`src/sv/pfba_pkg.sv`:
```
// Package for the page frame bitmap allocator: sizes, codes and shared types.
`timescale 1ns / 1ps
`default_nettype none
package pfba_pkg;

  localparam int FRAME_COUNT = 256;
  localparam int MAP_BYTES   = 32;
  localparam int BYTE_W      = 8;
  localparam int BIT_W       = $clog2(BYTE_W);
  localparam int FRAME_W     = 8;
  localparam int ADDR_W      = $clog2(MAP_BYTES);
  localparam int CNT_W       = $clog2(FRAME_COUNT + 1);
  localparam int CMD_W       = 2;
  localparam int STATUS_W    = 2;

  typedef enum logic [CMD_W-1:0] {
    CMD_INIT  = 2'd0,
    CMD_ALLOC = 2'd1,
    CMD_FREE  = 2'd2,
    CMD_QUERY = 2'd3
  } cmd_e;

  typedef enum logic [STATUS_W-1:0] {
    ST_OK       = 2'd0,
    ST_OOM      = 2'd1,
    ST_NOT_USED = 2'd2
  } status_e;

  typedef enum logic [1:0] {
    S_IDLE,
    S_RMW,
    S_WAIT
  } state_e;

  typedef struct packed {
    status_e            status;
    logic [FRAME_W-1:0] allocated_frame;
    logic [CNT_W-1:0]   free_frames;
    logic               can_allocate;
  } res_t;

endpackage
`default_nettype wire

```
`src/sv/pfba_if.sv`:
```
// Valid/ready channel interfaces for commands and results.
`timescale 1ns / 1ps
`default_nettype none
interface pfba_in_if;
  logic                        valid;
  logic                        ready;
  logic [pfba_pkg::CMD_W-1:0]  command;
  logic [pfba_pkg::FRAME_W-1:0] frame_number;

  modport source (output valid, output command, output frame_number, input ready);
  modport sink   (input valid, input command, input frame_number, output ready);
endinterface

interface pfba_out_if;
  logic                           valid;
  logic                           ready;
  logic [pfba_pkg::STATUS_W-1:0]  status;
  logic [pfba_pkg::FRAME_W-1:0]   allocated_frame;
  logic [pfba_pkg::CNT_W-1:0]     free_frames;
  logic                           can_allocate;

  modport source (output valid, output status, output allocated_frame,
                  output free_frames, output can_allocate, input ready);
  modport sink   (input valid, input status, input allocated_frame,
                  input free_frames, input can_allocate, output ready);
endinterface
`default_nettype wire

```
`src/sv/page_frame_bitmap_allocator.sv`:
```
// Init and query go to the wait state; allocate and free first pass S_RMW, the
// read-modify-write (not an allocate on a full map). Wait loads the result into
// the output register once it is free; a new command is taken only when idle.
// A per-byte full flag picks the first byte with a free frame without scanning.
// Reset (async, active low) and init clear per-byte valid flags at once, so the
// map reads as all free; no clearing pass. Free count resets to the frame total.
`timescale 1ns / 1ps
`default_nettype none
module page_frame_bitmap_allocator (
  input  wire logic   clk_i,
  input  wire logic   rst_ni,
  pfba_in_if.sink     in_i,
  pfba_out_if.source  out_o
);

  pfba_pkg::state_e                 state_q, state_d;
  pfba_pkg::cmd_e                   cmd_q, cmd_d;
  logic [pfba_pkg::FRAME_W-1:0]     fnum_q, fnum_d;
  logic [pfba_pkg::ADDR_W-1:0]      addr_q, addr_d;
  pfba_pkg::res_t                   pend_q, pend_d;
  pfba_pkg::res_t                   out_res_q, out_res_d;
  logic                             out_valid_q, out_valid_d;
  logic [pfba_pkg::CNT_W-1:0]       cnt_q, cnt_d;
  logic [pfba_pkg::MAP_BYTES-1:0]   valid_q, valid_d;
  logic [pfba_pkg::MAP_BYTES-1:0]   full_q, full_d;

  logic                             ram_we;
  logic [pfba_pkg::ADDR_W-1:0]      ram_raddr;
  logic [pfba_pkg::BYTE_W-1:0]      ram_wdata;
  logic [pfba_pkg::BYTE_W-1:0]      ram_rdata;

  logic                             accept;
  logic                             out_free;
  logic [pfba_pkg::ADDR_W-1:0]      first_byte;
  logic [pfba_pkg::BYTE_W-1:0]      cur_byte;
  logic [pfba_pkg::BIT_W-1:0]       first_bit;
  logic [pfba_pkg::BIT_W-1:0]       bit_idx;
  logic [pfba_pkg::BYTE_W-1:0]      bit_mask;
  localparam logic [pfba_pkg::CNT_W-1:0] CntMax = pfba_pkg::CNT_W'(pfba_pkg::FRAME_COUNT);

  pfba_ram #(
    .WIDTH (pfba_pkg::BYTE_W),
    .DEPTH (pfba_pkg::MAP_BYTES)
  ) u_map (
    .clk_i   (clk_i),
    .we_i    (ram_we),
    .waddr_i (addr_q),
    .wdata_i (ram_wdata),
    .raddr_i (ram_raddr),
    .rdata_o (ram_rdata)
  );

  assign in_i.ready   = (state_q == pfba_pkg::S_IDLE);
  assign accept       = in_i.valid && in_i.ready;
  assign out_free     = !out_valid_q || out_o.ready;

  // lowest byte that still holds a free frame
  always_comb begin
    first_byte = '0;
    for (int i = pfba_pkg::MAP_BYTES - 1; i >= 0; i--) begin
      if (!full_q[i]) first_byte = pfba_pkg::ADDR_W'(i);
    end
  end

  // bytes never written since init read as all free
  assign cur_byte = valid_q[addr_q] ? ram_rdata : '0;

  // frame 0 of a byte is its msb
  always_comb begin
    first_bit = '0;
    for (int j = 0; j < pfba_pkg::BYTE_W; j++) begin
      if (!cur_byte[j]) first_bit = pfba_pkg::BIT_W'(pfba_pkg::BYTE_W - 1 - j);
    end
  end

  assign bit_idx  = (cmd_q == pfba_pkg::CMD_ALLOC) ? first_bit
                                                   : fnum_q[pfba_pkg::BIT_W-1:0];
  assign bit_mask = pfba_pkg::BYTE_W'(1) << (pfba_pkg::BYTE_W - 1 - int'(bit_idx));

  always_comb begin
    state_d   = state_q;
    cmd_d     = cmd_q;
    fnum_d    = fnum_q;
    addr_d    = addr_q;
    pend_d    = pend_q;
    cnt_d     = cnt_q;
    valid_d   = valid_q;
    full_d    = full_q;
    ram_we    = 1'b0;
    ram_wdata = cur_byte;
    ram_raddr = addr_q;

    unique case (state_q)
      pfba_pkg::S_IDLE: begin
        if (accept) begin
          cmd_d  = pfba_pkg::cmd_e'(in_i.command);
          fnum_d = in_i.frame_number;
          pend_d = '{status: pfba_pkg::ST_OK, allocated_frame: '0,
                     free_frames: cnt_q, can_allocate: (cnt_q != '0)};
          unique case (pfba_pkg::cmd_e'(in_i.command))
            pfba_pkg::CMD_INIT: begin
              valid_d = '0;
              full_d  = '0;
              cnt_d   = CntMax;
              pend_d.free_frames  = CntMax;
              pend_d.can_allocate = 1'b1;
              state_d = pfba_pkg::S_WAIT;
            end
            pfba_pkg::CMD_ALLOC: begin
              if (&full_q) begin
                pend_d.status = pfba_pkg::ST_OOM;
                state_d = pfba_pkg::S_WAIT;
              end else begin
                ram_raddr = first_byte;
                addr_d    = first_byte;
                state_d   = pfba_pkg::S_RMW;
              end
            end
            pfba_pkg::CMD_FREE: begin
              ram_raddr = in_i.frame_number[pfba_pkg::FRAME_W-1:pfba_pkg::BIT_W];
              addr_d    = in_i.frame_number[pfba_pkg::FRAME_W-1:pfba_pkg::BIT_W];
              state_d   = pfba_pkg::S_RMW;
            end
            default: begin
              state_d = pfba_pkg::S_WAIT;
            end
          endcase
        end
      end

      pfba_pkg::S_RMW: begin
        state_d = pfba_pkg::S_WAIT;
        if (cmd_q == pfba_pkg::CMD_ALLOC) begin
          ram_we    = 1'b1;
          ram_wdata = cur_byte | bit_mask;
          valid_d[addr_q] = 1'b1;
          full_d[addr_q]  = &(cur_byte | bit_mask);
          cnt_d = (cnt_q != '0) ? cnt_q - 1'b1 : cnt_q;
          pend_d = '{status: pfba_pkg::ST_OK, allocated_frame: {addr_q, first_bit},
                     free_frames: cnt_d, can_allocate: (cnt_d != '0)};
        end else if ((cur_byte & bit_mask) != '0) begin
          ram_we    = 1'b1;
          ram_wdata = cur_byte & ~bit_mask;
          valid_d[addr_q] = 1'b1;
          full_d[addr_q]  = 1'b0;
          cnt_d = (cnt_q != CntMax) ? cnt_q + 1'b1 : cnt_q;
          pend_d = '{status: pfba_pkg::ST_OK, allocated_frame: '0,
                     free_frames: cnt_d, can_allocate: (cnt_d != '0)};
        end else begin
          pend_d = '{status: pfba_pkg::ST_NOT_USED, allocated_frame: '0,
                     free_frames: cnt_q, can_allocate: (cnt_q != '0)};
        end
      end

      pfba_pkg::S_WAIT: begin
        if (out_free) state_d = pfba_pkg::S_IDLE;
      end

      default: begin
        state_d = pfba_pkg::S_IDLE;
      end
    endcase
  end

  always_comb begin
    out_valid_d = out_valid_q && !out_o.ready;
    out_res_d   = out_res_q;
    if (state_q == pfba_pkg::S_WAIT && out_free) begin
      out_valid_d = 1'b1;
      out_res_d   = pend_q;
    end
  end

  always_ff @(posedge clk_i or negedge rst_ni) begin
    if (!rst_ni) begin
      state_q     <= pfba_pkg::S_IDLE;
      out_valid_q <= 1'b0;
      cnt_q       <= CntMax;
      valid_q     <= '0;
      full_q      <= '0;
    end else begin
      state_q     <= state_d;
      out_valid_q <= out_valid_d;
      cnt_q       <= cnt_d;
      valid_q     <= valid_d;
      full_q      <= full_d;
    end
  end

  always_ff @(posedge clk_i) begin
    cmd_q     <= cmd_d;
    fnum_q    <= fnum_d;
    addr_q    <= addr_d;
    pend_q    <= pend_d;
    out_res_q <= out_res_d;
  end

  assign out_o.valid           = out_valid_q;
  assign out_o.status          = out_res_q.status;
  assign out_o.allocated_frame = out_res_q.allocated_frame;
  assign out_o.free_frames     = out_res_q.free_frames;
  assign out_o.can_allocate    = out_res_q.can_allocate;

`ifndef ASSERT_OFF
  a_cnt_bound: assert property (@(posedge clk_i) disable iff (!rst_ni)
    cnt_q <= CntMax)
    else $error("free count above frame total");

  a_alloc_has_room: assert property (@(posedge clk_i) disable iff (!rst_ni)
    (state_q == pfba_pkg::S_RMW && cmd_q == pfba_pkg::CMD_ALLOC) |-> !(&full_q))
    else $error("allocate read-modify-write with a full map");

  a_write_marks_valid: assert property (@(posedge clk_i) disable iff (!rst_ni)
    ram_we |=> valid_q[$past(addr_q)])
    else $error("map byte written but not marked valid");

  a_pending_loaded: assert property (@(posedge clk_i) disable iff (!rst_ni)
    (state_q == pfba_pkg::S_WAIT && out_free) |=> (out_valid_q && out_res_q == $past(pend_q)))
    else $error("pending result not moved to output");
`endif

endmodule
`default_nettype wire

```
`src/sv/pfba_ram.sv`:
```
// Generic simple dual-port RAM with registered read.
`timescale 1ns / 1ps
`default_nettype none
module pfba_ram #(
  parameter int WIDTH = 8,
  parameter int DEPTH = 32
) (
  input  wire logic                     clk_i,
  input  wire logic                     we_i,
  input  wire logic [$clog2(DEPTH)-1:0] waddr_i,
  input  wire logic [WIDTH-1:0]         wdata_i,
  input  wire logic [$clog2(DEPTH)-1:0] raddr_i,
  output logic      [WIDTH-1:0]         rdata_o
);

  logic [WIDTH-1:0] mem_q [DEPTH];

  always_ff @(posedge clk_i) begin
    if (we_i) begin
      mem_q[waddr_i] <= wdata_i;
    end
    rdata_o <= mem_q[raddr_i];
  end

endmodule
`default_nettype wire
```
`src/flat_wrapper.sv`:
```
// flat-port wrapper written by rule: the top's interface ports become plain ports
module page_frame_bitmap_allocator_flat 
  (clk_i, rst_ni, in_i_valid, in_i_command, in_i_frame_number, in_i_ready, out_o_valid, out_o_status, out_o_allocated_frame, out_o_free_frames, out_o_can_allocate, out_o_ready);
  pfba_in_if in_i_i ();
  pfba_out_if out_o_i ();
  input  wire logic clk_i;
  input  wire logic rst_ni;
  input wire logic [$bits(in_i_i.valid)-1:0] in_i_valid;
  input wire logic [$bits(in_i_i.command)-1:0] in_i_command;
  input wire logic [$bits(in_i_i.frame_number)-1:0] in_i_frame_number;
  output wire logic [$bits(in_i_i.ready)-1:0] in_i_ready;
  output wire logic [$bits(out_o_i.valid)-1:0] out_o_valid;
  output wire logic [$bits(out_o_i.status)-1:0] out_o_status;
  output wire logic [$bits(out_o_i.allocated_frame)-1:0] out_o_allocated_frame;
  output wire logic [$bits(out_o_i.free_frames)-1:0] out_o_free_frames;
  output wire logic [$bits(out_o_i.can_allocate)-1:0] out_o_can_allocate;
  input wire logic [$bits(out_o_i.ready)-1:0] out_o_ready;
  assign in_i_i.valid = in_i_valid;
  assign in_i_i.command = in_i_command;
  assign in_i_i.frame_number = in_i_frame_number;
  assign in_i_ready = in_i_i.ready;
  assign out_o_valid = out_o_i.valid;
  assign out_o_status = out_o_i.status;
  assign out_o_allocated_frame = out_o_i.allocated_frame;
  assign out_o_free_frames = out_o_i.free_frames;
  assign out_o_can_allocate = out_o_i.can_allocate;
  assign out_o_i.ready = out_o_ready;
  page_frame_bitmap_allocator u_core (.clk_i(clk_i), .rst_ni(rst_ni), .in_i(in_i_i), .out_o(out_o_i));
endmodule
```
`config.mk`:
```
export PLATFORM = sky130hd
export DESIGN_NAME = page_frame_bitmap_allocator_flat
export DESIGN_NICKNAME = d
export VERILOG_FILES = /design/src/sv/pfba_pkg.sv /design/src/sv/pfba_if.sv /design/src/sv/page_frame_bitmap_allocator.sv /design/src/sv/pfba_ram.sv /design/src/flat_wrapper.sv
export SDC_FILE = /design/constraint.sdc
export NUM_CORES = 1
export LEC_CHECK = 0
export ABC_AREA = 1
export BUFFER_PORTS_ARGS = -buffer_cell sky130_fd_sc_hd__buf_2
export CAP_MARGIN = 20
export CORE_MARGIN = 5
export CORE_UTILIZATION = 36
export CTS_CLUSTER_DIAMETER = 200
export DETAILED_ROUTE_END_ITERATION = 8
export GPL_TIMING_DRIVEN = 0
export PLACE_DENSITY = 0.52
export SLEW_MARGIN = 10
export SYNTH_ARGS = -nofsm -noshare
export SYNTH_HDL_FRONTEND = slang
export SYNTH_HIERARCHICAL = 1
export SYNTH_SLANG_ARGS = --single-unit
export TNS_END_PERCENT = 5
```
`constraint.sdc`:
```
create_clock -name clk_i -period 4.9 [get_ports clk_i]
set_input_delay 0.49 -clock clk_i [delete_from_list [all_inputs] [get_ports clk_i]]
set_output_delay 0.49 -clock clk_i [all_outputs]
set_load 0.02 [all_outputs]
```
==> results of run 1 <==
## worst min-delay path by stage
| stage | slack, ns | endpoint | cells past startpoint | start |
|---|---|---|---|---|
| finish | 0.1 | u_core/fnum_q[0]$_DFFE_PP_ | 1 | in_i_frame_number[0] |
| global route | 0.08 | u_core/fnum_q[2]$_DFFE_PP_ | 1 | in_i_frame_number[2] |
| CTS | 0.06 | u_core/fnum_q[0]$_DFFE_PP_ | 1 | in_i_frame_number[0] |
| detailed placement | 0.40 | u_core/out_o.allocated_frame[0]$_DFFE_PP_ | 0 | u_core/pend_q[10]$_SDFFCE_PN0P_ |
| global placement | 0.40 | u_core/out_o.status[1]$_DFFE_PP_ | 0 | u_core/pend_q[19]$_SDFFCE_PP0P_ |
| floorplan | 0.19 | u_core/cnt_q[0]$_DFFE_PN0P_ | 0 | rst_ni |
## cells in the final DEF, fill, tap and decap left out, types with 4 or more instances in the layout
cell and n:
nand2_2 5, nor2_1 151, buf_4 16, dfrtp_1 75
buf_1 4, clkbuf_16 46, nor3_1 15, clkbuf_1 45
ha_1 5, nand3_4 4, edfxtp_1 301, nand4_1 9
inv_2 7, inv_1 72, nand2_4 4, or2_1 4
a21oi_1 27, dfxtp_1 9, a22oi_1 17, buf_2 58
o21ai_1 62, o21ai_4 6, nand2_1 631, xor2_1 11
nand3_1 281, clkinv_2 8, nor2_4 35, o21ai_0 104
buf_16 8, buf_6 31, buf_12 20, clkinv_1 12
## sequential cells by signal, indices dropped and copies added, names as in the netlist
name,flops
u_core/u_map/mem_q,256
u_core/full_q,32
u_core/valid_q,32
u_core/pend_q,20
u_core/cnt_q,9
u_core/out_o.free_frames,9
u_core/out_o.allocated_frame,8
u_core/u_map/rdata_o,8
u_core/addr_q,5
u_core/fnum_q,3
u_core/cmd_q,2
u_core/out_o.status,2
u_core/state_q,2
u_core/out_o.can_allocate,1
u_core/out_o.valid,1
## worst max-delay path, stage by stage (launching register included)
cell and delay (ns):
dfxtp_1 0.38, buf_4 0.21, nand2_4 0.16, inv_2 0.14, a22oi_1 0.24, a21oi_1 0.11, or2_1 0.21, nor2_1 0.11
nand2_2 0.17, nand2_2 0.18, nor2_1 0.07, o21ai_1 0.09, nand2_1 0.07, nand2_1 0.13, nand2_4 0.11, nor2_2 0.20
nand2_2 0.13, o21ai_1 0.14, nor2_1 0.07, nand2_1 0.08, inv_1 0.07, nand2_2 0.18, nand2_1 0.13, inv_2 0.20
nand3_4 0.10, buf_12 0.17, nor2_4 0.27
## power breakdown
| group | total [mW] | internal (mW) | switching, mW |
|---|---|---|---|
| combinational | 2.10 | 0.591 | 1.51 |
| clock | 3.20 | 1.87 | 1.32 |
| sequential | 3.77 | 3.68 | 0.0890 |
## stage by stage
| stage | worst slack [ns] | cell area, µm² | setup TNS, ns |
|---|---|---|---|
| global route | 0.0223 | 22000 | 0 |
| floorplan | 1.06 | 18400 | 0 |
| finish | 0.407 | 22000 | 0 |
| global placement | -2.69 | 19500 | -737.79 |
| CTS | 0.0627 | 21900 | 0 |
| detailed placement | -0.855 | 19800 | -184.89 |
## metal layers
metal  wire, µm  global-route usage, %  vias up  share of wire (%)
met4       1320                   5.49        0                2.4
met2      25100                   30.0      511                 45
li1           -                      -     6982                  -
met1      25900                   29.2     7192                 47
met3       3310                   1.99       86                6.0
met5          0                      0        -                  0
## layout make-up
class,count,area [µm²],share of cell area [%]
Buffer,100,656,2.98
Tap cell,680,851,3.87
Clock inverter,24,203,0.921
Inverter,83,314,1.43
Timing Repair Buffer,75,902,4.10
Multi-Input combinational cell,1404,6680,30.4
Clock buffer,57,1190,5.42
Sequential cell,390,11200,50.9
## kinds of logic after synthesis
group	after synthesis	share of synthesized area, %
adders and majority gates	5	0.339
xor gates and xnor gates	12	0.570
and+or+nand+nor	1153	26.2
AOI/OAI and AO/OA	234	6.90
DFF	390	60.8
buffers and inverters	183	5.25
## timing repair
item	in CTS	in global routing
hold buffers	1	0
pin swaps	28	5
resized for setup	80	5
setup endpoints to repair	256	256
hold endpoints to repair	31	0
buffers inserted	26	3
==> qor.yml, run 1 <==
synth_seq_area_share_pct: 60.8
relSlewSlack_pct: 32.9
async_flop_share_pct: 19.5
dp.cells: 2701
holdWs_ns: 0.0994
drive_gt1_share_pct: 13.0
synth.most_common_cell: "nand2_1"
vias: 14800
ys.flop_type: "edfxtp_1"
peakVddDrop_mv: 0.222
postRouteAntennaNets: 0
grt_first_pass_wirelength_um: 84900
die_area_um2: 55800
arrival_ns: 4.73
synth_common_cells: "632 x nand2_1, 301 x edfxtp_1, 286 x nand3_1"
grt_start_max_net_pins: 45
final.period_utilization_pct: 91.7
syn-cell-area_um2: 18400
final_util_pct: 43.2
grt_overflow_total: 0
wire_per_inst_um: 19.8
syn-num-nets: 1996
n_antenna_cell: 0
drc: 0
power_mw: 9.07
period_needed_ns: 4.49
crit_required_ns: 5.14
first_pass_iters: 6
hold_viol: 0
worst_slew_pin_slew_ns: 1.01
setup_violations: 0
end_kind: "flip-flop"
syn_inst: 1977
synthTopCellsByArea: "edfxtp_1 49%, nand2_1 13%, dfrtp_1 10%"
r2r_end: "u_core/u_map/mem_q[7][0]$_DFFE_PP_"
fin_nets: 2117
cts_sinks: 390
r2r_slack_ns: 0.41
cts-root-buf: "clkbuf_16"
routed_wl_um: 55600
grt_setup_unrepaired: "false"
yosysTopAreaCellShare_pct: 49.0
p_leak_nw: 8.77
fillers: 4893
clk_latency_ns: 0.57
fmax_ghz: 0.223
crit_end: "u_core/u_map/mem_q[7][0]$_DFFE_PP_"
worstSetupPathType: "flip-flop to flip-flop"
synth.ff_latch_count: 390
crit_fanout: 9
syn_area_per_cell_um2: 9.33
grt_pass1_vias: 14000
cap_violations: 0
critPathLaunch: "u_core/addr_q[1]$_DFF_P_"
cts.htree.levels: 2
rows: 83
cts-buffers-inserted: 44
gp_congestion: 0.928
via_per_inst: 5.25
clk_path_buf_depth: 3
skew_ns: 0.0172
die_y_um: 236
start_util_pct: 36.2
startpoint_type: "flip-flop"
min_path_type: "primary input to flip-flop"
antenna_found_initial: 0
fin_cells: 2813
die_w_um: 236
clk_pin_slew_ns: 0.06
cts_tree: "done"
status: "completed"
ys_warn_count: 6
power_per_cell_area_nw_per_um2: 412
synth-edff-count: 301
coreArea_um2: 51000
grt_use_total_pct: 19.4
portBuffers: 35
first_iter_violations: 1393
synth_cell_types: 47
synthToLayoutAreaGrowth_pct: 19.4
drv_slew: 0
timing.rr.start: "u_core/addr_q[1]$_DFF_P_"
ios: 36
reg2reg_depth: 26
yosysTopAreaCell: "edfxtp_1"
dp_hpwl_um: 38800
Note: power is estimated with default switching activity, not from simulation.
==> run 2, diff against run 1 <==
ABC_AREA = 0   (was 1)
==> run 2 against run 1 <==
Sequential power up 5.8%. Register-to-register slack lost 0.31 ns. Highest routed layer unchanged. Clock skew up 0.0021 ns. Sequential cell count stayed put. Synthesized cell count down 38%. Utilization decreased by 0.57 points. Critical endpoint is now u_core/u_map/mem_q[11][0]$_DFFE_PP_.
==> qor.yml, run 2 <==
clk_pin_slew_ns: 0.06  # about the same
r2r_slack_ns: 0.09  # was 0.41 ns
reg2reg_depth: 14  # was 26
cts-root-buf: "clkbuf_16"  # unchanged
first_iter_violations: 920  # was 1,393
routed_wl_um: 48000  # was 55,600 µm
synthToLayoutAreaGrowth_pct: 16.8  # was 19.4%
end_kind: "flip-flop"  # unchanged
setup_violations: 0  # unchanged
wl_met2_um: 23400  # was 25,100 µm
final_cell_mix: "301 x edfxtp_1, 84 x nand2_1, 80 x mux4_2"  # was 631 x nand2_1, 301 x edfxtp_1, 281 x nand3_1
arrival_ns: 5.22  # was 4.73 ns
ios: 36  # unchanged
top_regs: "u_core/u_map/mem_q: 256 flops, u_core/full_q: 32 flops, u_core/valid_q: 32 flops"  # unchanged
async_flop_share_pct: 19.5  # unchanged
holdWs_ns: 0.0826  # was 0.0994 ns
startpoint_type: "flip-flop"  # unchanged
clk_latency_ns: 0.58  # was 0.57 ns
synthTopCellsByArea: "edfxtp_1 52%, dfrtp_1 11%, mux4_2 10%"  # was edfxtp_1 49%, nand2_1 13%, dfrtp_1 10%
n_antenna_cell: 0  # unchanged
die_area_um2: 53000  # was 55,800 µm²
synth.most_common_cell: "edfxtp_1"  # was nand2_1
cts_sinks: 390  # unchanged
fillers: 4368  # was 4,893
synth_seq_area_share_pct: 64.2  # was 60.8%
start_util_pct: 36.5  # was 36.2%
fin_ws_ns: 0.0931  # was 0.407 ns
synth-edff-count: 301  # unchanged
gp_congestion: 0.911  # was 0.928
grt_pass1_vias: 11400  # was 14,000
status: "completed"  # unchanged
cap_violations: 0  # unchanged
syn-cell-area_um2: 17400  # was 18,400 µm²
skew_ns: 0.0194  # was 0.0172 ns
top_layer_used: "met4"  # unchanged
syn_area_per_cell_um2: 14.2  # was 9.33 µm²
layout_commonest_cell: "edfxtp_1"  # was nand2_1
worstSetupPathType: "flip-flop to flip-flop"  # unchanged
via_per_inst: 5.70  # was 5.25
cts.htree.levels: 2  # unchanged
p_leak_nw: 6.70  # was 8.77 nW
grt_use_total_pct: 18.1  # was 19.4%
yosysTopAreaCell: "edfxtp_1"  # unchanged
crit_required_ns: 5.31  # was 5.14 ns
syn-num-nets: 1244  # was 1,996
relSlewSlack_pct: 35.1  # was 32.9%
placedInstanceArea_um2: 18600  # was 19,800 µm²
grt_setup_unrepaired: "true"  # was false
rows: 80  # was 83
portBuffers: 35  # unchanged
ys.flop_type: "edfxtp_1"  # unchanged
period_needed_ns: 4.81  # was 4.49 ns
hold_depth: 1  # unchanged
synth_common_cells: "301 x edfxtp_1, 101 x nor2_1, 85 x nand2_1"  # was 632 x nand2_1, 301 x edfxtp_1, 286 x nand3_1
fin_nets: 1345  # was 2,117
regMostFlops: "u_core/u_map/mem_q"  # unchanged
min_path_type: "primary input to flip-flop"  # unchanged
fmax_ghz: 0.208  # was 0.223 GHz
vias: 11200  # was 14,800
route.met3.wl_um: 2440  # was 3310 µm
cts-buffers-inserted: 44  # unchanged
power_per_cell_area_nw_per_um2: 450  # was 412 nW/µm²
first_pass_iters: 5  # was 6
hold_viol: 0  # unchanged
synth.ff_latch_count: 390  # unchanged
cts_tree: "done"  # unchanged
synth_cell_types: 82  # was 47
peakVddDrop_mv: 0.320  # was 0.222 mV
drive_gt1_share_pct: 22.1  # was 13.0%
tns_ns: 0  # unchanged
die_y_um: 230  # was 236 µm
drv_slew: 0  # unchanged
ys_warn_count: 6  # unchanged
pre_cts_slack_ns: -0.811  # was -0.855 ns
m1WireLength_um: 20900  # was 25,900 µm
final_area_um2: 20400  # was 22,000 µm²
syn_inst: 1225  # was 1,977
final.period_utilization_pct: 98.1  # was 91.7%
antenna_found_initial: 0  # unchanged
die_w_um: 230  # was 236 µm
wire_per_inst_um: 24.3  # was 19.8 µm
power_mw: 9.16  # was 9.07 mW
dp_hpwl_um: 33700  # was 38,800 µm
worst_slew_pin_slew_ns: 0.948  # was 1.01 ns
yosysTopAreaCellShare_pct: 51.8  # was 49.0%
grt_first_pass_wirelength_um: 73300  # was 84,900 µm
grt_start_max_net_pins: 50  # was 45
clk_path_buf_depth: 3  # unchanged
postRouteAntennaNets: 0  # unchanged
drc: 0  # unchanged
largest_register_ffs: 256  # unchanged
crit_fanout: 19  # was 9
coreArea_um2: 47800  # was 51,000 µm²
grt_overflow_total: 0  # unchanged
-- run 2: cell types whose count changed after synthesis, moves of 36 or more --
| cell | delta |
|---|---|
| inv_1 | -36 |
| nand2_1 | -547 |
| nor2_1 | -83 |
| o21ai_0 | -68 |
| o21ai_1 | -61 |
| nand3_1 | -262 |
| mux4_2 | +80 |
-- run 2: power breakdown --
group / internal (mW) / switching, mW / total, mW / leakage [nW]
combinational: 0.721 / 1.29 / 2.01 / 2.09
sequential: 3.85 / 0.145 / 3.99 / 3.94
clock: 1.82 / 1.34 / 3.16 / 0.673
total: 6.39 / 2.78 / 9.16 / 6.70
-- run 2: kinds of logic after synthesis --
logic type | Yosys count | synth area share (%)
fa+ha+maj | 5 | 0.359
xor+xnor | 5 | 0.251
flops | 390 | 64.2
simple gates | 330 | 9.32
buf+inv | 119 | 3.02
compound gates | 268 | 10.8
mux | 108 | 12.0
-- run 2: worst max-delay path: stages (launching register included) --
cell and delay [ns]:
dfxtp_1 0.46, buf_6 0.23, buf_6 0.21, mux2i_1 0.34
o22ai_1 0.18, nor2_2 0.23, nand3_1 0.21, and2_1 0.24
clkbuf_1 0.24, o211ai_1 0.21, clkbuf_1 0.60, clkbuf_2 0.44
nor2_1 0.14, o31ai_4 0.62, buf_8 0.26
-- run 2: final timing paths --
path,from,to
max,u_core/addr_q[0]$_DFF_P_,u_core/u_map/mem_q[11][0]$_DFFE_PP_
min,in_i_frame_number[2],u_core/fnum_q[2]$_DFFE_PP_
max reg2reg,u_core/addr_q[0]$_DFF_P_,u_core/u_map/mem_q[11][0]$_DFFE_PP_
min reg2reg,u_core/pend_q[2]$_DFFE_PP_,u_core/out_o.free_frames[1]$_DFFE_PP_
max in group asynchronous,rst_ni,u_core/valid_q[23]$_DFFE_PN0P_
min in group asynchronous,rst_ni,u_core/cnt_q[4]$_DFFE_PN0P_
-- run 2: through the flow --
step                instances  utilization (%)
CTS                      1968             42.2
global route             1975             42.6
finish                   1975             42.6
floorplan                1225                -
global placement         1875             38.4
detailed placement       1885             38.9
-- run 2: area by class of cell --
type,count,area (µm²),share of cell area (%)
flip-flops and latches,390,11200,55.0
multi-input cells,716,6020,29.5
clock buffers,51,1130,5.53
well taps,615,769,3.78
repair buffers,56,475,2.33
plain buffers,81,387,1.90
clock inverters,29,258,1.26
inverters,37,139,0.681
-- run 2: timing repair --
item | 4_1_cts | 5_1_grt
endpoints found under the hold margin | 26 | 0
endpoints found under the setup margin | 307 | 251
resized for setup | 46 | 26
buffers inserted | 3 | 7
pin swaps | 1 | 2
hold buffers | 1 | 0
-- run 2: routing by layer --
metal | vias to the layer above | global-route usage [%]
met4 | 0 | 5.88
met1 | 5783 | 24.6
met5 | - | 0
met2 | 369 | 29.9
li1 | 5015 | -
met3 | 81 | 3.08
